**src/atfr_pkg.sv**
```systemverilog
// ----------------------------------------------------------------------------
// atfr_pkg
// Shared constants and helpers for the associative tag table with FIFO
// replacement: field widths, command codes and default sizes.
// ----------------------------------------------------------------------------
package atfr_pkg;

    // Fixed widths of the word fields at the ports
    localparam int KEY_W  = 64;
    localparam int LEN_W  = 20;
    localparam int SLOT_W = 4;

    // Default sizes handed to the top level parameters
    localparam int ENTRIES_DEF  = 16;
    localparam int KEY_BITS_DEF = 64;
    localparam int LEN_BITS_DEF = 20;

    // Slot age: four bits, saturating
    localparam int          AGE_BITS = 4;
    localparam logic [3:0]  AGE_MAX  = 4'd15;

    // Command codes
    localparam logic CMD_LOOKUP = 1'b0;
    localparam logic CMD_INSERT = 1'b1;

    // Advance an age by one, stopping at the ceiling
    function automatic logic [AGE_BITS-1:0] age_step(input logic [AGE_BITS-1:0] age);
        logic [AGE_BITS-1:0] res;
        res = (age == AGE_MAX) ? age : age + 1'b1;
        return res;
    endfunction

endpackage

```
**src/assoc_tag_table_fifo_replace.sv**
```systemverilog
// ----------------------------------------------------------------------------
// assoc_tag_table_fifo_replace
// Fully associative tag table with FIFO replacement, held in two RAMs.
// ----------------------------------------------------------------------------
// One word is handled at a time. Keys and lengths sit in one RAM, slot ages
// in a second, valid marks in flip-flops cleared by reset. Every command scans
// the slots one per cycle through the registered RAM read port. A lookup
// stops at the first valid match; an insert always makes the full scan, which
// also writes back each aged entry, then a commit step that writes the chosen
// slot. Input ready returns in the cycle after the result is loaded. A result
// held back by the output channel stalls the block until the output register
// can take it. The next word is accepted once the previous result has been
// moved to the output register, even if it has not yet been taken.
module assoc_tag_table_fifo_replace
    import atfr_pkg::*;
#(
    parameter int ENTRIES  = ENTRIES_DEF,
    parameter int KEY_BITS = KEY_BITS_DEF,
    parameter int LEN_BITS = LEN_BITS_DEF
) (
    input  logic              clk,
    input  logic              rst_n,
    input  logic              in_valid,
    output logic              in_ready,
    input  logic              cmd,
    input  logic [KEY_W-1:0]  key,
    input  logic [LEN_W-1:0]  length,
    output logic              out_valid,
    input  logic              out_ready,
    output logic              hit,
    output logic [SLOT_W-1:0] slot,
    output logic              evicted,
    output logic [LEN_W-1:0]  stored_length
);

    localparam int IDX_W = $clog2(ENTRIES);
    localparam int DAT_W = KEY_BITS + LEN_BITS;

    localparam logic [1:0] ST_IDLE   = 2'd0;
    localparam logic [1:0] ST_SCAN   = 2'd1;
    localparam logic [1:0] ST_COMMIT = 2'd2;
    localparam logic [1:0] ST_DONE   = 2'd3;

    localparam logic [IDX_W-1:0] IDX_LAST = IDX_W'(ENTRIES - 1);

    // Control state
    logic [1:0]         state_reg, state_next;
    logic [IDX_W-1:0]   idx_reg, idx_next;
    logic [ENTRIES-1:0] valid_reg, valid_next;
    logic               out_valid_reg, out_valid_next;

    // Working payload
    logic                cmd_reg, cmd_next;
    logic [KEY_BITS-1:0] key_reg, key_next;
    logic [LEN_BITS-1:0] len_reg, len_next;
    logic                free_reg, free_next;
    logic                have_reg, have_next;
    logic [AGE_BITS-1:0] best_age_reg, best_age_next;
    logic [IDX_W-1:0]    victim_reg, victim_next;
    logic                res_hit_reg, res_hit_next;
    logic [IDX_W-1:0]    res_slot_reg, res_slot_next;
    logic                res_evict_reg, res_evict_next;
    logic [LEN_BITS-1:0] res_len_reg, res_len_next;

    // Output register
    logic                hit_reg, hit_next;
    logic [IDX_W-1:0]    slot_reg, slot_next;
    logic                evict_reg, evict_next;
    logic [LEN_BITS-1:0] olen_reg, olen_next;

    // RAM ports
    logic                dat_we;
    logic [DAT_W-1:0]    dat_rdata;
    logic                age_we;
    logic [IDX_W-1:0]    age_waddr;
    logic [AGE_BITS-1:0] age_wdata;
    logic [AGE_BITS-1:0] age_rdata;
    logic [IDX_W-1:0]    rd_addr;

    logic                accept;
    logic                out_load;
    logic                cur_valid;
    logic                is_last;
    logic [KEY_BITS-1:0] rd_key;
    logic [LEN_BITS-1:0] rd_len;
    logic [31:0]         len_in_wide;

    // Key and length store
    atfr_ram #(
        .WIDTH (DAT_W),
        .DEPTH (ENTRIES)
    ) u_dat_ram (
        .clk   (clk),
        .we    (dat_we),
        .waddr (victim_reg),
        .wdata ({key_reg, len_reg}),
        .raddr (rd_addr),
        .rdata (dat_rdata)
    );

    // Age store
    atfr_ram #(
        .WIDTH (AGE_BITS),
        .DEPTH (ENTRIES)
    ) u_age_ram (
        .clk   (clk),
        .we    (age_we),
        .waddr (age_waddr),
        .wdata (age_wdata),
        .raddr (rd_addr),
        .rdata (age_rdata)
    );

    assign in_ready    = (state_reg == ST_IDLE);
    assign accept      = in_valid && in_ready;
    assign rd_addr     = (state_reg == ST_SCAN) ? idx_reg + 1'b1 : '0;
    assign rd_key      = dat_rdata[DAT_W-1:LEN_BITS];
    assign rd_len      = dat_rdata[LEN_BITS-1:0];
    assign cur_valid   = valid_reg[idx_reg];
    assign is_last     = (idx_reg == IDX_LAST);
    assign len_in_wide = 32'(length);

    // Sequence the scan, commit and hand-over
    always_comb
    begin
        state_next     = state_reg;
        idx_next       = idx_reg;
        valid_next     = valid_reg;
        cmd_next       = cmd_reg;
        key_next       = key_reg;
        len_next       = len_reg;
        free_next      = free_reg;
        have_next      = have_reg;
        best_age_next  = best_age_reg;
        victim_next    = victim_reg;
        res_hit_next   = res_hit_reg;
        res_slot_next  = res_slot_reg;
        res_evict_next = res_evict_reg;
        res_len_next   = res_len_reg;
        dat_we         = 1'b0;
        age_we         = 1'b0;
        age_waddr      = idx_reg;
        age_wdata      = age_step(age_rdata);
        out_load       = 1'b0;

        case (state_reg)
            ST_IDLE:
            begin
                if (accept)
                begin
                    cmd_next       = cmd;
                    key_next       = key[KEY_BITS-1:0];
                    len_next       = len_in_wide[LEN_BITS-1:0];
                    idx_next       = '0;
                    free_next      = 1'b0;
                    have_next      = 1'b0;
                    res_hit_next   = 1'b0;
                    res_slot_next  = '0;
                    res_evict_next = 1'b0;
                    res_len_next   = '0;
                    state_next     = ST_SCAN;
                end
            end
            ST_SCAN:
            begin
                if (cmd_reg == CMD_LOOKUP)
                begin
                    // Stop at the lowest valid match
                    if (cur_valid && (rd_key == key_reg))
                    begin
                        res_hit_next  = 1'b1;
                        res_slot_next = idx_reg;
                        res_len_next  = rd_len;
                        state_next    = ST_DONE;
                    end
                    else if (is_last)
                    begin
                        state_next = ST_DONE;
                    end
                    else
                    begin
                        idx_next = idx_reg + 1'b1;
                    end
                end
                else
                begin
                    // Age every valid slot; the victim is rewritten at commit
                    age_we = cur_valid;
                    if (!free_reg && !cur_valid)
                    begin
                        free_next   = 1'b1;
                        victim_next = idx_reg;
                    end
                    else if (!free_reg && cur_valid &&
                             (!have_reg || (age_rdata > best_age_reg)))
                    begin
                        have_next     = 1'b1;
                        best_age_next = age_rdata;
                        victim_next   = idx_reg;
                    end
                    if (is_last)
                    begin
                        state_next = ST_COMMIT;
                    end
                    else
                    begin
                        idx_next = idx_reg + 1'b1;
                    end
                end
            end
            ST_COMMIT:
            begin
                dat_we                 = 1'b1;
                age_we                 = 1'b1;
                age_waddr              = victim_reg;
                age_wdata              = '0;
                valid_next[victim_reg] = 1'b1;
                res_slot_next          = victim_reg;
                res_evict_next         = !free_reg;
                state_next             = ST_DONE;
            end
            ST_DONE:
            begin
                if (!out_valid_reg || out_ready)
                begin
                    out_load   = 1'b1;
                    state_next = ST_IDLE;
                end
            end
            default:
            begin
                state_next = ST_IDLE;
            end
        endcase
    end

    // Output register: load a finished result, drop on take
    always_comb
    begin
        out_valid_next = out_valid_reg;
        hit_next       = hit_reg;
        slot_next      = slot_reg;
        evict_next     = evict_reg;
        olen_next      = olen_reg;
        if (out_load)
        begin
            out_valid_next = 1'b1;
            hit_next       = res_hit_reg;
            slot_next      = res_slot_reg;
            evict_next     = res_evict_reg;
            olen_next      = res_len_reg;
        end
        else if (out_ready)
        begin
            out_valid_next = 1'b0;
        end
    end

    // Hold control state
    always_ff @(posedge clk or negedge rst_n)
    begin
        if (!rst_n)
        begin
            state_reg     <= ST_IDLE;
            idx_reg       <= '0;
            valid_reg     <= '0;
            out_valid_reg <= 1'b0;
        end
        else
        begin
            state_reg     <= state_next;
            idx_reg       <= idx_next;
            valid_reg     <= valid_next;
            out_valid_reg <= out_valid_next;
        end
    end

    // Hold payload
    always_ff @(posedge clk)
    begin
        cmd_reg       <= cmd_next;
        key_reg       <= key_next;
        len_reg       <= len_next;
        free_reg      <= free_next;
        have_reg      <= have_next;
        best_age_reg  <= best_age_next;
        victim_reg    <= victim_next;
        res_hit_reg   <= res_hit_next;
        res_slot_reg  <= res_slot_next;
        res_evict_reg <= res_evict_next;
        res_len_reg   <= res_len_next;
        hit_reg       <= hit_next;
        slot_reg      <= slot_next;
        evict_reg     <= evict_next;
        olen_reg      <= olen_next;
    end

    logic [31:0] slot_wide;
    logic [31:0] olen_wide;

    assign slot_wide     = 32'(slot_reg);
    assign olen_wide     = 32'(olen_reg);
    assign out_valid     = out_valid_reg;
    assign hit           = hit_reg;
    assign slot          = slot_wide[SLOT_W-1:0];
    assign evicted       = evict_reg;
    assign stored_length = olen_wide[LEN_W-1:0];

    // Key and length are only written at commit
    assert property (@(posedge clk) disable iff (!rst_n)
        dat_we |-> (state_reg == ST_COMMIT))
        else $error("data RAM written outside commit");

    // Valid marks never clear once set
    assert property (@(posedge clk) disable iff (!rst_n)
        ((valid_reg & $past(valid_reg)) == $past(valid_reg)))
        else $error("valid mark cleared");

    // A commit leaves its victim valid
    assert property (@(posedge clk) disable iff (!rst_n)
        (state_reg == ST_COMMIT) |=> valid_reg[$past(victim_reg)])
        else $error("committed slot not valid");

    // A result is never loaded over an untaken one
    assert property (@(posedge clk) disable iff (!rst_n)
        out_load |-> (!out_valid_reg || out_ready))
        else $error("output register overwritten");

endmodule

```
**src/atfr_ram.sv**
```systemverilog
// ----------------------------------------------------------------------------
// atfr_ram
// Generic simple dual-port RAM: one write port, one read port and
// registered read data.
// ----------------------------------------------------------------------------
module atfr_ram #(
    parameter int WIDTH = 8,
    parameter int DEPTH = 16
) (
    input  logic                     clk,
    input  logic                     we,
    input  logic [$clog2(DEPTH)-1:0] waddr,
    input  logic [WIDTH-1:0]         wdata,
    input  logic [$clog2(DEPTH)-1:0] raddr,
    output logic [WIDTH-1:0]         rdata
);

    logic [WIDTH-1:0] mem [DEPTH];
    logic [WIDTH-1:0] rdata_reg;

    // Write one entry, register the read word
    always_ff @(posedge clk)
    begin
        if (we)
        begin
            mem[waddr] <= wdata;
        end
        rdata_reg <= mem[raddr];
    end

    assign rdata = rdata_reg;

endmodule

```
**config.mk**
```make
export PLATFORM = sky130hd
export DESIGN_NAME = assoc_tag_table_fifo_replace
export DESIGN_NICKNAME = d
export VERILOG_FILES = /design/src/atfr_pkg.sv /design/src/assoc_tag_table_fifo_replace.sv /design/src/atfr_ram.sv
export SDC_FILE = /design/constraint.sdc
export NUM_CORES = 2
export LEC_CHECK = 0
export BUFFER_PORTS_ARGS = -buffer_cell sky130_fd_sc_hd__buf_2
export CORE_UTILIZATION = 40
export CTS_CLUSTER_DIAMETER = 120
export DETAILED_ROUTE_END_ITERATION = 7
export GPL_TIMING_DRIVEN = 0
export MAX_ROUTING_LAYER = met4
export PLACE_DENSITY_LB_ADDON = 0.2
export SETUP_SLACK_MARGIN = 0.05
export SYNTH_ARGS = -nofsm -noshare
export SYNTH_HDL_FRONTEND = slang
export SYNTH_SLANG_ARGS = --single-unit
```
**constraint.sdc**
```tcl
create_clock -name clk -period 18.5 [get_ports clk]
set_input_delay 5.55 -clock clk [delete_from_list [all_inputs] [get_ports clk]]
set_output_delay 5.55 -clock clk [all_outputs]
set_load 0.05 [all_outputs]
```
=== Word-level counts from Yosys, hierarchy flattened ===
Memories as Yosys holds them, arrays and structs flattened. A register that Yosys moved wholly into a read port is not among the register bits.
Index checks and enable logic that the tools add are counted.

* Register bits: 170
* Memory bits (writable): 1408
* Input bits: 89
* Output and inout port bits: 28
* Memories: 2

* Add/subtract/negate cells: 2
* $lt $le $gt $ge: 4
* Equality and inequality tests: 17
* Mux-type cells: 52
* Bitwise operators: 2
* Reductions and logical operators: 28

{| class="wikitable"
|+ Memories
! memory !! words !! bits a word !! rd ports !! clocked after Yosys merged registers in !! write ports !! line !! RTL
|-
| u_dat_ram.mem || 16 || 84 || 1 || 1 || 1 || atfr_ram.sv:18 || <nowiki>logic [WIDTH-1:0] mem [DEPTH];</nowiki>
|-
| u_age_ram.mem || 16 || 4 || 1 || 1 || 1 || atfr_ram.sv:18 ||
|}

{| class="wikitable"
|+ Operator list
! kind !! number
|-
| 64-bit == test || 1
|-
| 20-bit 2-to-1 mux || 3
|-
| 4-bit 2-to-1 mux || 12
|-
| 20-bit one-hot mux with 2 select lines || 1
|-
| 1-bit 2-to-1 mux || 20
|-
| 4-bit AND reduction || 5
|-
| 16-bit bitwise OR || 1
|-
| 2-bit 2-to-1 mux || 6
|-
| 4-bit one-hot mux with 3 select lines || 1
|-
| 4-bit by 5-bit < comparator with 1-bit output (second input constant) || 2
|-
| 1-bit one-hot mux with 2 select lines || 5
|-
| 4-bit by 1-bit adder with 4-bit output (second input constant) || 2
|-
| 4-bit == test (second input constant) || 2
|-
| 2-bit by 1-bit inequality test with 1-bit output (second input constant) || 4
|-
| 2-bit inequality test (second input constant) || 4
|-
| 2-bit one-hot mux with 4 select lines || 1
|-
| 4-bit one-hot mux with 2 select lines || 1
|-
| 2-bit nonzero test || 4
|-
| 1-bit logical AND || 6
|-
| 3-bit inequality test (second input constant) || 2
|-
| 3-bit AND reduction || 2
|-
| 5-bit AND reduction || 1
|-
| 1-bit binary-select mux with 4-bit select || 1
|-
| 1-bit demux with 4-bit select || 1
|-
| 11 further kinds || 17
|}

=== Depth between registers and ports, before layout ===
* Word-level depth: 8
* Depth in mapped cells: 11

=== By module ===
From an unflattened synthesis, not the netlist that was laid out.

* Cells, all modules: 2722
* Area total of the unflattened synthesis: 61625.4 µm²

{| class="wikitable"
|+ By module, submodules not included
! module !! times used !! cells an instance !! area an instance (µm²) !! sequential area each (µm²)
|-
| atfr_ram (u_dat_ram) || 1 || 2154 || 52052.4 || 42040.3
|-
| assoc_tag_table_fifo_replace || 1 || 438 || 6906.6 || 4989.8
|-
| atfr_ram (u_age_ram) || 1 || 130 || 2666.3 || 2001.9
|}

=== Worst setup path before layout ===
OpenSTA, ideal clock, no wires.

* Path type: reg-to-reg
* Start: register state_reg[0]
* End: register valid_reg[0]
* Library setup time: 0.101 ns
* Data arrival time: 7.791 ns
* Data required time: 18.399 ns
* Slack: 10.608 ns
* Cell stages (with the launch flop): 8
* Path buffers: 1
* Period minus slack after synthesis: 7.892 ns
* Path through: dfrtp_1 > inv_1 > ha_1 > clkbuf_1 > clkinv_1 > or3_1 > nor3_1 > or2_2

* Longest elaborated chain between the ends: 1

{| class="wikitable"
|+ RTL lines
! element !! line !! RTL
|-
| from (decl) || assoc_tag_table_fifo_replace.sv:47 || <nowiki>logic [1:0] state_reg, state_next;</nowiki>
|-
| from (signal assigned) || assoc_tag_table_fifo_replace.sv:271 || <nowiki>state_reg <= state_next;</nowiki>
|-
| 2-bit == test || assoc_tag_table_fifo_replace.sv:146 || <nowiki>case (state_reg)</nowiki>
|-
| to (signal assigned) || assoc_tag_table_fifo_replace.sv:273 || <nowiki>valid_reg <= valid_next;</nowiki>
|-
| to (decl) || assoc_tag_table_fifo_replace.sv:49 || <nowiki>logic [ENTRIES-1:0] valid_reg, valid_next;</nowiki>
|}

Every way passes these cells.
A chain may end at the register's enable or synchronous reset.

=== Worst setup path in the final report ===
* Start: register state_reg[0]
* End: output in_ready

* Longest elaborated chain between the ends: 1

{| class="wikitable"
|+ RTL lines
! element !! line !! RTL
|-
| 2-bit logical NOT || assoc_tag_table_fifo_replace.sv:114 || <nowiki>assign in_ready = (state_reg == ST_IDLE);</nowiki>
|-
| to (decl) || assoc_tag_table_fifo_replace.sv:24 || <nowiki>output logic in_ready,</nowiki>
|}

Every way passes these cells.

==> summary.md <==
| Metric | Value |
|---|---|
| Largest net degree at the start of global routing | 47 |
| Clock power frac | 31.2% |
| Critical Path Sink Type | output pin |
| Placed Instances | 6552 |
| Synthesized net count | 4385 |
| Yosys cell types | 50 |
| Power Density | 144.2 nW/um^2 |
| Area share of the largest cell type after synthesis | between 70% and 80% |
| All-layer global routing usage | between 20% and 30% |
| Final ANT Viol Nets | 0 |
| Initial DRC count | 4058 |
| Leak Pwr | 0.02356 uW |
| Hold Fails Final Rpt | 0 |
| WS Path Type | reg -> out |
| Layout net count | 4751 |
| Commonest non-fill, non-tap cells in the layout | 1555 x edfxtp_1, 722 x nand2_1, 443 x a211oi_1 |
| Max reg flops | 1344 |
| DRT Wirelength | 172600 um |
| Critical Path Fanout Max | 8 |
| Max transition margin | 3.434% |
| Post-synth EDFFs | 1555 |
| First-pass GRT wire length | 251100 um |
| DR vias | 38090 |
| MaxCap Viol Count | 0 |
| Share of layout cells above drive strength 1 | 11.24% |
| Clock Latency Late Sink | approximately 0.81 ns |
| CORE AREA | 158600 sq um |
| Ys Warns | 0 |
| CTS clk-pin slew, worst paths | 0.06 ns |
| Worst Clk Skew | 0.02654 ns |
| I/O Buffers | 116 |
| CTS resizes | 0 |
| Top cells by area, synth | edfxtp_1 73%, a211oi_1 5.2%, nand2_1 4.2% |
| Reg power frac | about 46% |
| Startpoint Class | register |
| Post-CTS setup repair buffer count | 0 |
| Combinational share of power | 23.2% |
| Critical Path AT | 1.96 ns |
| Achievable Freq | 133.2 MHz |
| Clock Path Buffers | 3 |
| Switching pwr | 3462 uW |
| First-pass iteration count of the detailed router | 5 |
| Worst Max-Slew Pin Slew | 1.448 ns |
| XOR/XNOR Fraction of Synth Area | 0.9183% |
| Die width | roughly 400 um |
| # IOs | about 120 |
| Cell row count | 146 |
| Number of global-route vias before repair | 37190 |
| RSZ-0062 raised after global routing | false |
| Placer Congestion | 0.8220 |
| Most common cell after layout, fill and taps aside | edfxtp_1 |
| Initial antenna violation count | 13 |
| DR WL/cell | approximately 25 um |
| Clk sink count | approximately 1700 |
| Synth-to-layout area growth | 15.48% |
| Syn Inst Count | ~4300 |
| Die H | 401.7 um |
| Part of the cycle the worst path needs | 40.59% |
| CTS H-Tree Depth | 4 |
| Flops & latches, synth | 1666 |
| DRC viols | 0 |
| Synth Area in Compound Gates | 11.08% |
| WP data required | 12.95 ns |
| Ys flop type | edfxtp_1 |
| Setup Viol. Count Final | 0 |
| Cell-internal power | 7176 uW |
| CTS root buffer | clkbuf_16 |
| Sequential-to-total area share from yosys stat | 76.73% |
| Final Instance Count excl. Fillers | approximately 7000 |
| Share of async-settable or async-resettable flops after synthesis | 1.381% |
| Count of hold-fix buffers inserted at cts | 0 |
| Mux contribution to synthesized area | less than 1% |
| Max-slew violation count | 0 |
| Vias per std cell | about 5.5 |
| Largest family of logic cells by synthesized area | compound AO/OA/AOI/OAI gates |
| Post-Route Setup TNS | 0 ns |
| Largest area contributor in the netlist | edfxtp_1 |
| Status | finished clean |
| Synthesized area | approximately 64000 sq um |
| Clock buffer count from CTS | 170 |
| Max VDD drop | 121.9 uV |
| Adder-cell share of the synthesized area | less than 1% |
| Min Tclk post-route | 7.509 ns |
| Initial core utilization | about 40% |
| Syn Area/Cell | 14.91 sq um |
| GRT overflow | 0 |
| Die area | roughly 160000 sq um |
| Post-DP HPWL | about 110000 um |
| Hold WC Path Type | reg -> reg |
| Sw Share | 32.54% |
| Post-Synth Simple-Gate Area | approximately 8.9% |
| CTS tree | yes |
[cells by family (layout without fill, tap and decap cells)]
kind of cell / Yosys count / after routing
buffers and inverters: 318 / 817
multiplexers: 9 / 9
XOR/XNOR: 67 / 67
AO/OA/AOI/OAI: 1004 / 1004
other: 0 / 10
flip-flops: 1666 / 1666
adder cells (fa/ha/maj): 10 / 10
AND/OR/NAND/NOR: 1212 / 1212
[through the flow]
step           hold slack, ns  setup WS [ns]  power (uW)  instance area [sq um]  util [%]
4_1_cts                0.4161          10.96       10700                  73770     46.52
5_1_grt                0.4231          10.89       11060                  73770     46.53
2_1_floorplan          0.4003          10.61        6293                  63900         -
6_report               0.4103          10.99       10640                  73790     46.54
3_3_place_gp           0.4047          4.813        7361                  67080     42.30
3_5_place_dp           0.4045          11.36        7401                  68440     43.16
[Yosys cell counts, drive strengths merged (4+ instances only)]
cell type,count
buf,78
nand2b,4
xor2,41
mux4,4
nand4,11
a311oi,176
nor2b,356
dfrtp,23
nor3,11
ha,10
dfxtp,88
a21oi,183
clkbuf,226
a211oi,443
edfxtp,1555
a31oi,181
nand3,7
nand2,722
nor4,10
nor2,43
and2,22
xnor2,26
inv,13
or2,21
mux2i,4
[cell type report]
type,instances,area (sq um)
flip-flops and latches,1666,49030
well taps,2072,2592
fillers,13840,84770
clock buffers,230,4717
clock inverters,75,616.8
inverters,14,55.05
plain buffers,304,1225
repair buffers,194,1813
diodes,10,25.02
multi-input cells,2302,13720
[metal layers]
metal | global-route usage, % | wire (um) | share of wire (%)
met5 | - | 0 | 0
met4 | 6.460 | 4427 | 2.6
met3 | 3.152 | 10550 | 6.1
met2 | 33.87 | 81950 | 47
met1 | 29.97 | 75680 | 44
[path summary, 6_finish.rpt]
| kind | from | to | slack [ns] | depth (start not counted) |
|---|---|---|---|---|
| max in group asynchronous | rst_n | state_reg[1] | 13.37 | 1 |
| min in group asynchronous | rst_n | valid_reg[8] | 4.75 | 1 |
| setup / recovery | state_reg[0] | in_ready | 10.99 | 3 |
| hold reg to reg | res_len_reg[8] | stored_length[8] | 0.41 | 0 |
| hold / removal | res_len_reg[8] | stored_length[8] | 0.41 | 0 |
| setup reg to reg | key_reg[54] | res_slot_reg[1] | 14.29 | 7 |
[critical path, stage by stage, from the launching register on]
cell and delay (ns):
dfrtp_1 0.42, inv_1 0.12, ha_1 0.31, buf_2 0.32
[power groups by stage]
stage | Combinational [uW] | Sequential, uW | Clock, uW
after floorplan | 1360 | 4930 | 0
after global placement | 2410 | 4950 | 0
after detailed placement | 2480 | 4920 | 0
after CTS | 2490 | 4850 | 3370
after global routing | 2660 | 4880 | 3520
final | 2470 | 4840 | 3320
Power figures use the tool's default switching activity.
